[src/design/smre_pkg.sv]
`timescale 1ns / 1ps
// ----------------------------------------------------------------------------
// smre_pkg
// Shared types and constants for the source map run encoder.
// ----------------------------------------------------------------------------
package smre_pkg;

   localparam int DELTA_WIDTH = 13;
   localparam int MAX_RESULTS = 36;

   // request payload width, padded to whole bytes
   localparam int REQ_DATA_W = ((DELTA_WIDTH + 7) / 8) * 8;
   localparam int RSP_DATA_W = 16;

   // remainder width: holds a move plus an open delta, and the clamp limit
   localparam int REM_W = (DELTA_WIDTH + 1 > 14) ? DELTA_WIDTH + 1 : 14;

   typedef logic signed [REM_W-1:0] rem_type;

   localparam rem_type REM_LIMIT    = rem_type'(127 * (MAX_RESULTS - 1));
   localparam rem_type REM_FILL_POS = rem_type'(127);
   localparam rem_type REM_FILL_NEG = rem_type'(-127);

   localparam logic signed [7:0] DELTA_RESET    = 8'sh80;
   localparam logic signed [7:0] DELTA_FILL_POS = 8'sd127;
   localparam logic signed [7:0] DELTA_FILL_NEG = -8'sd127;
   localparam logic [7:0]        LENGTH_FULL    = 8'd255;

   typedef enum logic [1:0] {
      OP_CODE_BYTE = 2'd0,
      OP_MOVE      = 2'd1,
      OP_FILE      = 2'd2,
      OP_FLUSH     = 2'd3
   } op_type;

   typedef enum logic [1:0] {
      ST_IDLE = 2'b01,
      ST_FILL = 2'b10
   } state_type;

   typedef struct packed {
      logic              last;
      logic              final_entry;
      logic [7:0]        entry_length;
      logic signed [7:0] entry_delta;
   } entry_type;

endpackage

[src/design/source_map_run_encoder.sv]
`timescale 1ns / 1ps
// ----------------------------------------------------------------------------
// source_map_run_encoder
// Turns a stream of code-byte, move, file and flush transactions into
// (signed delta, length) map entries, holding one entry open at a time.
// ----------------------------------------------------------------------------
// a request's result is held in the output register from the cycle after it is taken
// throughput: one request per cycle unless stalled; a move needing filler entries
//   blocks requests until its fillers (up to 33) come from the shared +-127 adder loop
// a request is taken only while the output register is free or being drained
// reset: synchronous, returns to idle and clears the open entry and the output valid
module source_map_run_encoder (
   input  logic                            clock,
   input  logic                            reset,
   input  logic                            req_tvalid,
   output logic                            req_tready,
   input  logic [smre_pkg::REQ_DATA_W-1:0] req_tdata,  // delta
   input  logic [1:0]                      req_tuser,  // operation
   output logic                            rsp_tvalid,
   input  logic                            rsp_tready,
   output logic [smre_pkg::RSP_DATA_W-1:0] rsp_tdata,  // entry_delta, entry_length
   output logic                            rsp_tlast,  // last
   output logic                            rsp_tuser   // final_entry
);
   import smre_pkg::*;

   state_type         state_ff, state_in;
   logic              open_valid_ff, open_valid_in;
   logic signed [7:0] open_delta_ff, open_delta_in;
   logic [7:0]        open_length_ff, open_length_in;
   rem_type           rem_ff, rem_in;
   logic              rsp_valid_ff, rsp_valid_in;
   entry_type         rsp_ff, rsp_in;

   op_type                  op;
   logic signed [DELTA_WIDTH-1:0] req_delta;
   logic                    out_free;
   logic                    req_fire;
   logic                    merge;
   rem_type                 add_a, add_b, add_sum;
   rem_type                 pos;
   logic                    pos_big;
   logic                    sum_small;
   logic [7:0]              len_next;
   logic signed [7:0]       delta_base;

   assign op        = op_type'(req_tuser);
   assign req_delta = signed'(req_tdata[DELTA_WIDTH-1:0]);
   assign out_free  = !rsp_valid_ff || rsp_tready;
   assign req_tready = (state_ff == ST_IDLE) && out_free;
   assign req_fire  = req_tvalid && req_tready;

   // a zero-length, non-reset open entry folds into the next move
   assign merge = open_valid_ff && (open_length_ff == 8'd0) && (open_delta_ff != DELTA_RESET);

   // shared adder: combines move and a merged open delta on accept, steps fillers after
   always_comb begin
      if (state_ff == ST_IDLE) begin
         add_a = rem_type'(req_delta);
         add_b = merge ? rem_type'(open_delta_ff) : rem_type'(0);
      end else begin
         add_a = rem_ff;
         add_b = (rem_ff > 0) ? REM_FILL_NEG : REM_FILL_POS;
      end
      add_sum = add_a + add_b;
   end

   always_comb begin
      if (add_sum > REM_LIMIT) begin
         pos = REM_LIMIT;
      end else if (add_sum < -REM_LIMIT) begin
         pos = -REM_LIMIT;
      end else begin
         pos = add_sum;
      end
   end

   assign pos_big   = (pos > REM_FILL_POS) || (pos < REM_FILL_NEG);
   assign sum_small = (add_sum <= REM_FILL_POS) && (add_sum >= REM_FILL_NEG);

   assign delta_base = open_valid_ff ? open_delta_ff : 8'sd0;
   assign len_next   = (open_valid_ff ? open_length_ff : 8'd0) + 8'd1;

   always_comb begin
      state_in       = state_ff;
      open_valid_in  = open_valid_ff;
      open_delta_in  = open_delta_ff;
      open_length_in = open_length_ff;
      rem_in         = rem_ff;
      rsp_valid_in   = rsp_valid_ff && !rsp_tready;
      rsp_in         = rsp_ff;

      case (state_ff)
         ST_IDLE: begin
            if (req_fire) begin
               case (op)
                  OP_CODE_BYTE: begin
                     open_valid_in = 1'b1;
                     if (len_next == LENGTH_FULL) begin
                        rsp_valid_in = 1'b1;
                        rsp_in       = '{last: 1'b1, final_entry: 1'b0,
                                         entry_length: LENGTH_FULL,
                                         entry_delta: delta_base};
                        open_delta_in  = 8'sd0;
                        open_length_in = 8'd0;
                     end else begin
                        open_delta_in  = delta_base;
                        open_length_in = len_next;
                     end
                  end
                  OP_MOVE: begin
                     if (req_delta != '0) begin
                        if (open_valid_ff && !merge) begin
                           rsp_valid_in = 1'b1;
                           rsp_in       = '{last: !pos_big, final_entry: 1'b0,
                                            entry_length: open_length_ff,
                                            entry_delta: open_delta_ff};
                        end
                        if (pos_big) begin
                           rem_in   = pos;
                           state_in = ST_FILL;
                        end else begin
                           open_valid_in  = 1'b1;
                           open_delta_in  = pos[7:0];
                           open_length_in = 8'd0;
                        end
                     end
                  end
                  OP_FILE: begin
                     if (open_valid_ff) begin
                        rsp_valid_in = 1'b1;
                        rsp_in       = '{last: 1'b1, final_entry: 1'b0,
                                         entry_length: open_length_ff,
                                         entry_delta: open_delta_ff};
                     end
                     open_valid_in  = 1'b1;
                     open_delta_in  = DELTA_RESET;
                     open_length_in = 8'd0;
                  end
                  OP_FLUSH: begin
                     if (open_valid_ff) begin
                        rsp_valid_in = 1'b1;
                        rsp_in       = '{last: 1'b1, final_entry: 1'b1,
                                         entry_length: open_length_ff,
                                         entry_delta: open_delta_ff};
                     end
                     open_valid_in  = 1'b0;
                     open_delta_in  = 8'sd0;
                     open_length_in = 8'd0;
                  end
                  default: begin
                     open_valid_in = open_valid_ff;
                  end
               endcase
            end
         end
         ST_FILL: begin
            if (out_free) begin
               rsp_valid_in = 1'b1;
               rsp_in       = '{last: sum_small, final_entry: 1'b0,
                                entry_length: 8'd0,
                                entry_delta: (rem_ff > 0) ? DELTA_FILL_POS : DELTA_FILL_NEG};
               rem_in = add_sum;
               if (sum_small) begin
                  open_valid_in  = 1'b1;
                  open_delta_in  = add_sum[7:0];
                  open_length_in = 8'd0;
                  state_in       = ST_IDLE;
               end
            end
         end
         default: begin
            state_in = ST_IDLE;
         end
      endcase
   end

   always_ff @(posedge clock) begin
      if (reset) begin
         state_ff       <= ST_IDLE;
         open_valid_ff  <= 1'b0;
         open_delta_ff  <= 8'sd0;
         open_length_ff <= 8'd0;
         rsp_valid_ff   <= 1'b0;
      end else begin
         state_ff       <= state_in;
         open_valid_ff  <= open_valid_in;
         open_delta_ff  <= open_delta_in;
         open_length_ff <= open_length_in;
         rsp_valid_ff   <= rsp_valid_in;
      end
   end

   always_ff @(posedge clock) begin
      rem_ff <= rem_in;
      rsp_ff <= rsp_in;
   end

   assign rsp_tvalid = rsp_valid_ff;
   assign rsp_tdata  = {rsp_ff.entry_length, rsp_ff.entry_delta};
   assign rsp_tlast  = rsp_ff.last;
   assign rsp_tuser  = rsp_ff.final_entry;

`ifndef NO_ASSERTIONS
   // filler loop only runs while the remainder is out of byte range
   a_fill_range: assert property (@(posedge clock) disable iff (reset)
      (state_ff == ST_FILL) |-> ((rem_ff > REM_FILL_POS) || (rem_ff < REM_FILL_NEG)))
      else $error("filler state with remainder in byte range");

   // a full-length entry is always emitted, never held open
   a_len_full: assert property (@(posedge clock) disable iff (reset)
      open_valid_ff |-> (open_length_ff != LENGTH_FULL))
      else $error("open entry reached full length");

   // flush closes the map
   a_flush_close: assert property (@(posedge clock) disable iff (reset)
      (req_fire && (op == OP_FLUSH)) |=> !open_valid_ff)
      else $error("entry left open after flush");

   // a filler entry never covers code bytes nor closes the map
   a_fill_entry: assert property (@(posedge clock) disable iff (reset)
      (state_ff == ST_FILL && out_free) |=>
         (rsp_valid_ff && rsp_ff.entry_length == 8'd0 && !rsp_ff.final_entry))
      else $error("bad filler entry");
`endif

endmodule

[config.mk]
export PLATFORM = sky130hd
export DESIGN_NAME = source_map_run_encoder
export DESIGN_NICKNAME = d
export VERILOG_FILES = /design/src/design/smre_pkg.sv /design/src/design/source_map_run_encoder.sv
export SDC_FILE = /design/constraint.sdc
export NUM_CORES = 1
export LEC_CHECK = 0
export ABC_AREA = 1
export BUFFER_PORTS_ARGS = -buffer_cell sky130_fd_sc_hd__buf_4
export CORE_ASPECT_RATIO = 1.1
export CORE_MARGIN = 2
export CORE_UTILIZATION = 40
export DETAILED_ROUTE_END_ITERATION = 7
export GPL_ROUTABILITY_DRIVEN = 0
export SLEW_MARGIN = 20
export SYNTH_ARGS = -nofsm -noshare
export SYNTH_HDL_FRONTEND = slang
export SYNTH_SLANG_ARGS = --single-unit
[constraint.sdc]
create_clock -name clock -period 4.2 [get_ports clock]
set_input_delay 0.63 -clock clock [delete_from_list [all_inputs] [get_ports clock]]
set_output_delay 0.63 -clock clock [all_outputs]
set_load 0.02 [all_outputs]
Word-level counts from Yosys, hierarchy flattened
Index checks and enable logic that the tools add are counted.
Cells by class
  $add $sub $neg: 2
  order comparisons: 7
  equal/unequal tests: 19
  multiplexer cells: 62
  reductions and logical operators: 23
Operator list (number)
  $mux W14: 11
  $mux W18: 7
  $mux W8: 15
  $pmux W18 S4: 1
  $pmux W18 S2: 1
  $pmux W8 S2: 2
  $pmux W8 S4: 1
  $pmux W14 S2: 1
  $pmux W8 S3: 1
  $ne A3 B3 Y1 const B: 6
  $reduce_and A6 Y1: 3
  $add A14 B14 Y14: 1
  $ge A14 B8 Y1 const B: 1
  $gt A14 B1 Y1 const B: 1
  $gt A14 B14 Y1 const B: 1
  $gt A14 B8 Y1 const B: 1
  $le A14 B8 Y1 const B: 1
  $lt A14 B14 Y1 const B: 1
  $lt A14 B8 Y1 const B: 1
  $reduce_bool A13 Y1: 1
  $mux W2: 6
  $mux W1: 11
  $add A8 B1 Y8 const B: 1
  $eq A8 B8 Y1 const B: 1
  other kinds (16): 36
Word-level totals
  bits in registers: 52
  input bits: 22
  output and inout port bits: 20
  word-level logic and storage cells: 123

Longest topological paths before layout
Gate-level depths: netlist (run 1).
  depth in word-level cells: 17
  gate-level depth with buffers: 29
  mapped depth without buffers: 29

Worst setup path before layout (run 1)
OpenSTA, ideal clock, no wires.
  path kind: register -> register
  from: register state_ff[1]
  to: register rem_ff[0] (enable)
  setup time: 0.421 ns
  arrival: 4.130 ns
  data required time: 3.779 ns
  slack: -0.352 ns
  cell stages (with the launch flop): 24
  path buffers: 2
  period minus slack after synthesis: 4.552 ns
  cell sequence: dfxtp_1 > inv_1 > ha_1 > buf_2 > clkbuf_1 > nand2_1 > o21ai_0 > ha_1 > inv_1 > fa_1 > inv_1 > nand3_1 > nand2_2 > nand2_1 > nand2_1 > nand2_1 > nand2_2 > xor2_2 > nor2_1 > nand2_1 > nand2_1 > nand2_1 > inv_1 > nor4_1
Between the ends
  cells in the longest elaborated chain, start to end: 10
  elaborated cells between the ends (all ways): 21
  classes of those cells: add/sub (1); order compare (4); eq/ne (7); mux (4); reduce/logical (5)
Ends and longest elaborated chain
  from (decl): RTL line source_map_run_encoder.sv:27  | state_type state_ff, state_in;
  from (signal assigned): RTL line source_map_run_encoder.sv:186  | state_ff <= state_in;
  $eq A2 B1 Y1: RTL line source_map_run_encoder.sv:50, source_map_run_encoder.sv:58, source_map_run_encoder.sv:93
  $mux W14: RTL line source_map_run_encoder.sv:58  | if (state_ff == ST_IDLE) begin
  $add A14 B14 Y14: RTL line source_map_run_encoder.sv:65  | add_sum = add_a + add_b;
  $lt A14 B14 Y1: RTL line source_map_run_encoder.sv:71  | end else if (add_sum < -REM_LIMIT) begin
  $mux W14: RTL line source_map_run_encoder.sv:71
  $mux W14: RTL line source_map_run_encoder.sv:69  | if (add_sum > REM_LIMIT) begin
  $gt A14 B8 Y1 or $lt A14 B8 Y1 (tied branches): RTL line source_map_run_encoder.sv:78  | assign pos_big = (pos > REM_FILL_POS) || (pos < REM_FILL_NEG);
  $logic_or A1 B1 Y1: RTL line source_map_run_encoder.sv:78
  $ne A2 B2 Y1 (no line)
  $reduce_and A6 Y1 (no line) *
  to (signal assigned): RTL line source_map_run_encoder.sv:195  | rem_ff <= rem_in;
  to (decl): RTL line source_map_run_encoder.sv:31  | rem_type rem_ff, rem_in;
Mark *: on every way between the ends. The rest lies on a longest branch, timed or not.
A chain may end at the register's enable or synchronous reset.

Worst setup path in the final report (run 1)
  from: register open_length_ff[3]
  to: register rem_ff[0] (enable)
Between the ends
  cells in the longest elaborated chain, start to end: 13
  elaborated cells between the ends (all ways): 15
  classes of those cells: add/sub (1); order compare (4); eq/ne (1); mux (4); reduce/logical (5)
Ends and longest elaborated chain
  from (decl): RTL line source_map_run_encoder.sv:30  | logic [7:0] open_length_ff, open_length_in;
  from (signal assigned): RTL line source_map_run_encoder.sv:189  | open_length_ff <= open_length_in;
  $logic_not A8 Y1 *: RTL line source_map_run_encoder.sv:54  | assign merge = open_valid_ff && (open_length_ff == 8'd0) && (open_delta_ff != DELTA_RESET);
  $logic_and A1 B1 Y1 * (2 in a row): RTL line source_map_run_encoder.sv:54
  $mux W14 *: RTL line source_map_run_encoder.sv:60  | add_b = merge ? rem_type'(open_delta_ff) : rem_type'(0);
  $mux W14 *: RTL line source_map_run_encoder.sv:58
  $add A14 B14 Y14 *: RTL line source_map_run_encoder.sv:65
  $lt A14 B14 Y1: RTL line source_map_run_encoder.sv:71
  $mux W14: RTL line source_map_run_encoder.sv:71
  $mux W14 *: RTL line source_map_run_encoder.sv:69
  $gt A14 B8 Y1 or $lt A14 B8 Y1 (tied branches): RTL line source_map_run_encoder.sv:78
  $logic_or A1 B1 Y1 *: RTL line source_map_run_encoder.sv:78
  $ne A2 B2 Y1 (no line) *
  $reduce_and A6 Y1 (no line) *
Marks and branches as above.

==> results of run 1 <==
[cell families (layout without fill, tap and decap cells)]
| logic type | Yosys count | count (layout) | share of synthesized area (%) |
|---|---|---|---|
| and+or+nand+nor | 377 | 377 | 38.5 |
| buffers and inverters | 133 | 182 | 12.4 |
| AOI/OAI and AO/OA | 75 | 75 | 10.1 |
| DFF | 52 | 52 | 32.5 |
| adders and majority gates | 18 | 18 | 5.56 |
| xor gates and xnor gates | 4 | 4 | 1.02 |
[sequential cells by signal, summed over array words and instances, names as in the netlist]
| register | count |
|---|---|
| open_delta_ff | 8 |
| open_length_ff | 8 |
| open_valid_ff | 1 |
| rem_ff | 14 |
| rsp_tdata | 16 |
| rsp_tlast | 1 |
| rsp_tuser | 1 |
| rsp_tvalid | 1 |
| state_ff | 2 |
[critical path: cells and delay by family (launching register included)]
kind | cells | cell delay [ns]
AND/OR/NAND/NOR | 16 | 1.97
buffers and inverters | 6 | 0.67
flip-flops | 1 | 0.34
adder cells (fa/ha/maj) | 1 | 0.33
AO/OA/AOI/OAI | 1 | 0.23
[metal layers]
| layer | wire length (µm) | track usage, % | part of all wire, % |
|---|---|---|---|
| met5 | 0 | 0 | 0 |
| met2 | 5700 | 35.8 | 48 |
| met4 | 163 | 6.85 | 1.4 |
| met1 | 5300 | 27.9 | 45 |
| met3 | 655 | 2.46 | 5.5 |
[stage by stage]
step / hold slack [ns] / utilization, % / area (µm²)
after floorplan: 0.451 / - / 4190
after global placement: 0.464 / 45.8 / 4710
after detailed placement: 0.489 / 45.8 / 4710
after CTS: 0.500 / 47.2 / 4860
after global routing: 0.505 / 47.7 / 4910
final: 0.499 / 47.7 / 4910
[cell usage in the layout, fill, tap and decap left out, types with 15 or more instances in the layout]
| master | synthesis | final |
|---|---|---|
| nand2_1 | 199 | 197 |
| inv_1 | 110 | 109 |
| nor2_1 | 85 | 84 |
| buf_4 | 0 | 54 |
| nand3_1 | 46 | 46 |
| edfxtp_1 | 32 | 32 |
| a21oi_1 | 30 | 29 |
| o21ai_0 | 24 | 24 |
| dfxtp_1 | 20 | 20 |
| ha_1 | 17 | 17 |
| nand4_1 | 15 | 15 |
[path summary, 6_finish.rpt]
kind | depth (start not counted) | slack, ns | startpoint | end
min | 2 | 0.50 | state_ff[1] | state_ff[1]
max reg2reg | 24 | 0.38 | open_length_ff[3] | rem_ff[0]
min reg2reg | 2 | 0.50 | state_ff[1] | state_ff[1]
max | 24 | 0.38 | open_length_ff[3] | rem_ff[0]
[area by class of cell]
| cell class | count | area, µm² | share of cell area (%) |
|---|---|---|---|
| Sequential cell | 52 | 1360 | 27.7 |
| Multi-Input combinational cell | 474 | 2350 | 47.8 |
| Clock inverter | 3 | 27.5 | 0.561 |
| Clock buffer | 5 | 125 | 2.55 |
| Inverter | 118 | 443 | 9.02 |
| Tap cell | 143 | 179 | 3.64 |
| Timing Repair Buffer | 56 | 428 | 8.72 |
==> results.toml, run 1 <==
[sta]
min_period_ns = 3.82
grt_setup_unrepaired = "no"
final.setup.worst_slack_ns = 0.378
setup_viol = 0
max_slew_margin_pct = 58.0
fin_setup_tns_ns = 0
drv_slew = 0
final-hold-violation-count = 0
worst_slew_pin_slew_ns = 0.629
min_period_over_period_pct = 91.0
fmax_ghz = 0.262
finClkSkew_ns = 0.00838

[yosys]
synth_flop_cell = "edfxtp_1"
synth_nets = 699
ys_warn_count = 0
synth_cell_types = 38
synthTopCellsByArea = "edfxtp_1, nand2_1, inv_1"
syn-cell-area_mm2 = 0.00419
ys_seq_area_share_pct = 32.5
synth_commonest_cells = "nand2_1, inv_1, nor2_1"
yosysTopAreaCell = "edfxtp_1"
synth.most_common_cell = "nand2_1"
ys_seq_elements = 52
synth-edff-count = 32
synthArstFlopShare_pct = 0
synth_area_per_cell_um2 = 6.35
yosysTopAreaCellShare_pct = 22.9
synthCells = 659

[die]
initial_core_util_pct = 40.7
die_h_um = 111
std_cell_rows = 39
fp.dieW_um = 102
die_area_mm2 = 0.0113
io_pins = 42
placeableCoreArea_mm2 = 0.0103

[cells_and_area]
antenna_cells = 0
fillers = 1043
nets = 747
area_delta_synth_final_pct = 17.2
drive_gt1_share_pct = 13.4
stdcell_count = 851

[setup_path]
crit_required_ns = 4.21
endpoint_kind = "flop"
slowest_delay_ns = 0.34
cp_common_cell = "nand2_1"
startpoint_type = "flop"
worstPathArrival_ns = 3.84
path_cells = "inv_1, nand3_1, nor2_2, nand2_1, inv_1, buf_4, nand2_1, a21oi_1, ha_1, nand2_1, inv_1, nand2_1, nand3_1, nand3_1, nor2b_1, nand3_1, nand2_2, nor2_1, nand2_1, nand2_1, nand2_1, inv_1, nor4_4, buf_6"
worstSetupPathType = "reg -> reg"
slowest_stage = "dfxtp_1"
cp_max_fo = 7

[clock_network]
h-tree-depth = 2
clkSinkCount = 52
hold_buffers = 0
clockRootBuffer = "clkbuf_16"
cts_setup_buffers = 0
cts_resized = 0
cts_buffers = 5
cts_tree = "done"
clock_latency_ns = 0.30
cts_buffer_depth = 2
clk_pin_slew_worst_paths_ns = 0.07

[routing]
via_per_inst = 5.07
drt_iter0_markers = 266
wire_per_inst_um = 13.9
ant_nets = 0
drc = 0
drt_wl_total_um = 11800
vias = 4318
first_pass_iters = 5

[placement]
dp_hpwl_um = 9280
place_inst = 842
portBuffers = 38
pre_cts_ws_ns = 0.157

[grt]
grt_overflow_total = 0
antenna_found_initial = 0
grt_pass1_vias = 4147
grt_max_degree = 34
grt_pass1_wl_um = 19200
grt_usage_pct = 21.2

[min_path]
hp-class = "reg -> reg"

[run]
cap_viol_max_count = 0

[run_status]
status = "completed"
Power of run 1 is not shown: default switching activity piles up to over one toggle a cycle in this logic, so the estimate is an artifact.
==> inputs of run 2 (changes only) <==
CELL_PAD_IN_SITES_DETAIL_PLACEMENT = 0   (was default)
CELL_PAD_IN_SITES_GLOBAL_PLACEMENT = 2   (was default)
CORE_UTILIZATION = 30   (was 40)
CTS_BUF_LIST = sky130_fd_sc_hd__clkbuf_8   (was default)
PLACE_DENSITY_LB_ADDON = 0.1   (was default)
==> run 2 against run 1 <==
Compared with the run above:
- routed wire length increased by 12%
- non-clock buffer count fell by 3
- die area rose by 32%
- final cell count rose by 4.9%
- first-iteration DRC count shrank 25%
- highest routed layer unchanged
==> results.toml, run 2 (synthesized netlist as in run 1, its figures left out) <==
[clock_network]
hold_buffers = 0
clockRootBuffer = "clkbuf_8"
clock_latency_ns = 0.33
h-tree-depth = 2
cts_buffer_depth = 2
clkSinkCount = 52
cts_tree = "done"
clk_pin_slew_worst_paths_ns = 0.10
cts_buffers = 5

[sta]
min_period_ns = 3.92
worst_slew_pin_slew_ns = 0.777
fin_hold_ws_ns = 0.469
min_period_over_period_pct = 93.4
max_slew_margin_pct = 48.2
setup_viol = 0
final-hold-violation-count = 0
fmax_ghz = 0.255
drv_slew = 0
finClkSkew_ns = 0.0166

[placement]
dp_hpwl_um = 10300
place_inst = 882
dpl_cell_area_mm2 = 0.00473
portBuffers = 38

[cells_and_area]
nets = 744
drive_gt1_share_pct = 14.0
fillers = 1591
largest_reg_flops = 16
layout_commonest_cell = "nand2_1"
antenna_cells = 0
stdcell_count = 893
fin_area_mm2 = 0.00492
seqCellArea_mm2 = 0.00136
area_delta_synth_final_pct = 17.4
multi_input_area_mm2 = 0.00237
layout_common_cells = "nand2_1, inv_1, nor2_1"
utilization_pct = 35.8

[min_path]
min_from = "reset"
hp-class = "in -> reg"
min_to = "state_ff[1]"
hold-path-cell-count = 2

[setup_path]
worstReg2RegEnd = "rem_ff[9]"
cp_common_cell = "nand2_1"
cp_top_family = "simple AND/OR/NAND/NOR gates"
worstSetupPathType = "reg -> reg"
crit_buf_inv = 7
worstPathArrival_ns = 3.96
cp_max_fo = 7
r2r_start = "open_valid_ff"
startpoint_type = "flop"
slowest_delay_ns = 0.42
endpoint_kind = "flop"
r2r_slack_ns = 0.28
rr_worst_depth = 26
slowest_stage = "fa_1"
crit_required_ns = 4.24

[run]
cap_viol_max_count = 0

[die]
io_pins = 42
die_area_mm2 = 0.0149
die_h_um = 128
placeableCoreArea_mm2 = 0.0137
initial_core_util_pct = 30.5
std_cell_rows = 45
fp.dieW_um = 117

[grt]
grt_pass1_wl_um = 21500
grt_pass1_vias = 4238
grt_overflow_total = 0
grt_max_degree = 34
antenna_found_initial = 0
grt_usage_pct = 18.5

[routing]
ant_nets = 0
first_pass_iters = 4
drt_iter0_markers = 200
via_per_inst = 4.68
drt_wl_total_um = 13200
drc = 0
wire_per_inst_um = 14.8
vias = 4176

[run_status]
status = "completed"
run 2: repair_timing:
action / 4_1_cts / 5_1_grt
hold endpoints to repair: 0 / 0
setup endpoints to repair: 0 / 44
buffers inserted: 0 / 2
resized for setup: 0 / 24
run 2: area by class of cell:
cell class / instances / share of cell area (%)
clock buffer: 5 / 1.40
clock inverter: 3 / 0.432
inverter: 118 / 9.01
multi-input combinational: 474 / 48.2
sequential: 52 / 27.7
tap: 188 / 4.78
timing repair buffer: 53 / 8.47
run 2: worst max-delay path by stage:
stage | startpoint | end | slack, ns | cells after the start
finish | open_valid_ff | rem_ff[9] | 0.28 | 26
global route | open_valid_ff | rem_ff[10] | -0.02 | 26
CTS | rem_ff[1] | open_delta_ff[2] | 0.02 | 25
detailed placement | rem_ff[1] | open_delta_ff[2] | 0.04 | 25
global placement | rem_ff[1] | open_delta_ff[5] | 0.06 | 25
floorplan | state_ff[1] | rem_ff[0] | 0.23 | 23
run 2: metal layers:
metal	part of all wire [%]	global-route usage, %
met4	1.7	4.98
met2	51	33.7
met5	0	0
met3	1.9	1.70
met1	46	23.2
run 2: through the flow:
stage	TNS [ns]	worst slack [ns]
after floorplan	0	0.233
after global placement	0	0.0642
after detailed placement	0	0.0440
after CTS	0	0.0228
after global routing	-0.243	-0.0222
final	0	0.278
run 2: worst reg2reg max path: stages (launching register included):
cell and delay (ns):
dfxtp_2 0.35, inv_2 0.06, nor2_1 0.13, nand3_2 0.13
nor2_4 0.13, nand2_1 0.12, inv_2 0.12, nand2_1 0.09
a21oi_2 0.15, inv_1 0.07, fa_1 0.42, inv_2 0.10
nand3_1 0.11, nand2_2 0.11, nand2_1 0.09, nand2_2 0.10
nand2_1 0.07, nand2_2 0.11, xor2_4 0.21, nor2_1 0.07
nand2_1 0.11, nand2_1 0.09, nand2_1 0.09, inv_1 0.07
nor4_4 0.24, buf_4 0.17, buf_6 0.13
Power of run 2 is left out for the same reason.
==> inputs of run 3 (changes only) <==
CORE_UTILIZATION = 33   (was 30)
SETUP_SLACK_MARGIN = 0.15   (was default)
clock period = 3.83 ns   (was 4.2 ns; I/O delays follow)
==> run 3 against run 2 <==
Compared with the run above:
- design area up 17%
- via count up 3.4%
- clock skew up 0.0033 ns
- global-route usage up 0.95 points
- final cell count up 0.78%
- fmax up 14%
- sequential share of layout area down 4.0 points
- first-iteration DRC count up 1.5%
- setup slack better by 0.11 ns
- critical path depth down 1
- critical path type unchanged
- critical endpoint is now rem_ff[8]
==> results.toml, run 3 (synthesized netlist as in run 1, its figures left out) <==
[run_status]
status = "completed"

[clock_network]
h-tree-depth = 2
clk_pin_slew_worst_paths_ns = 0.10
clkSinkCount = 52
clock_latency_ns = 0.33
clockRootBuffer = "clkbuf_8"
hold_buffers = 0
cts_buffers = 5
cts_buffer_depth = 2
cts_tree = "done"

[cells_and_area]
antenna_cells = 0
nets = 782
area_delta_synth_final_pct = 37.6
utilization_pct = 46.2
stdcell_count = 900
fin_area_mm2 = 0.00576
layout_commonest_cell = "nand2_1"
fillers = 1336
layout_common_cells = "nand2_1, inv_1, buf_4"
drive_gt1_share_pct = 29.5
largest_reg_flops = 16

[sta]
finClkSkew_ns = 0.0198
final-hold-violation-count = 0
setup_viol = 0
min_period_ns = 3.44
drv_slew = 0
max_slew_margin_pct = 47.5
worst_slew_pin_slew_ns = 0.786
grt_setup_unrepaired = "yes"
fin_setup_tns_ns = 0
fmax_ghz = 0.291
min_period_over_period_pct = 89.7

[setup_path]
slowest_delay_ns = 0.34
startpoint_type = "flop"
slowest_stage = "dfxtp_1"
crit_buf_inv = 6
endpoint_kind = "flop"
worstPathArrival_ns = 3.47
cp_top_family = "simple AND/OR/NAND/NOR gates"
cp_common_cell = "nand2_4"
cp_max_fo = 7
crit_required_ns = 3.87
worstSetupPathType = "reg -> reg"

[routing]
wire_per_inst_um = 15.2
via_per_inst = 4.80
first_pass_iters = 4
drt_iter0_markers = 203
drc = 0
ant_nets = 0
vias = 4319
drt_wl_total_um = 13700

[placement]
dp_hpwl_um = 10000
place_inst = 862
portBuffers = 38
dpl_cell_area_mm2 = 0.00481

[die]
die_h_um = 122
die_area_mm2 = 0.0136
placeableCoreArea_mm2 = 0.0125
fp.dieW_um = 111
std_cell_rows = 43
initial_core_util_pct = 33.6
io_pins = 42

[grt]
grt_usage_pct = 19.5
grt_pass1_wl_um = 21000
grt_max_degree = 33
antenna_found_initial = 0
grt_pass1_vias = 4251
grt_overflow_total = 0

[min_path]
hp-class = "in -> reg"

[run]
cap_viol_max_count = 0
run 3: metal layers:
metal  vias up  track usage, %  wire, µm
met5         -               0         0
met4         0            6.64       378
met3        20            1.99       296
met2        55            36.5      7130
met1      1978            23.2      5870
li1       2266               -         -
run 3: worst paths after layout:
path                     startpoint           to  slack [ns]  cells past startpoint
setup / recovery  open_length_ff[6]    rem_ff[8]        0.39                     25
hold / removal                reset  state_ff[1]        0.42                      2
hold reg to reg         state_ff[1]  state_ff[1]        0.48                      2
setup reg to reg  open_length_ff[6]    rem_ff[8]        0.39                     25
run 3: area by class of cell:
cell class	count	area [µm²]	area share, %
clock buffers	5	68.8	1.19
repair buffers	91	790	13.7
multi-input cells	474	2860	49.6
clock inverters	3	42.5	0.738
well taps	157	196	3.41
flip-flops and latches	52	1370	23.7
inverters	118	443	7.68
run 3: what timing repair did:
action | CTS | global route
setup endpoints to repair | 20 | 42
gates resized for setup | 33 | 107
buffers inserted | 11 | 15
pin swaps | 4 | 42
cloned | 1 | 3
run 3: stage by stage:
| step | setup WS, ns | hold slack, ns |
|---|---|---|
| 2_1_floorplan | 0.170 | 0.451 |
| 3_3_place_gp | 0.0992 | 0.473 |
| 3_5_place_dp | 0.0466 | 0.476 |
| 4_1_cts | 0.154 | 0.411 |
| 5_1_grt | 0.101 | 0.428 |
| 6_report | 0.393 | 0.421 |
Power of run 3 is left out for the same reason.
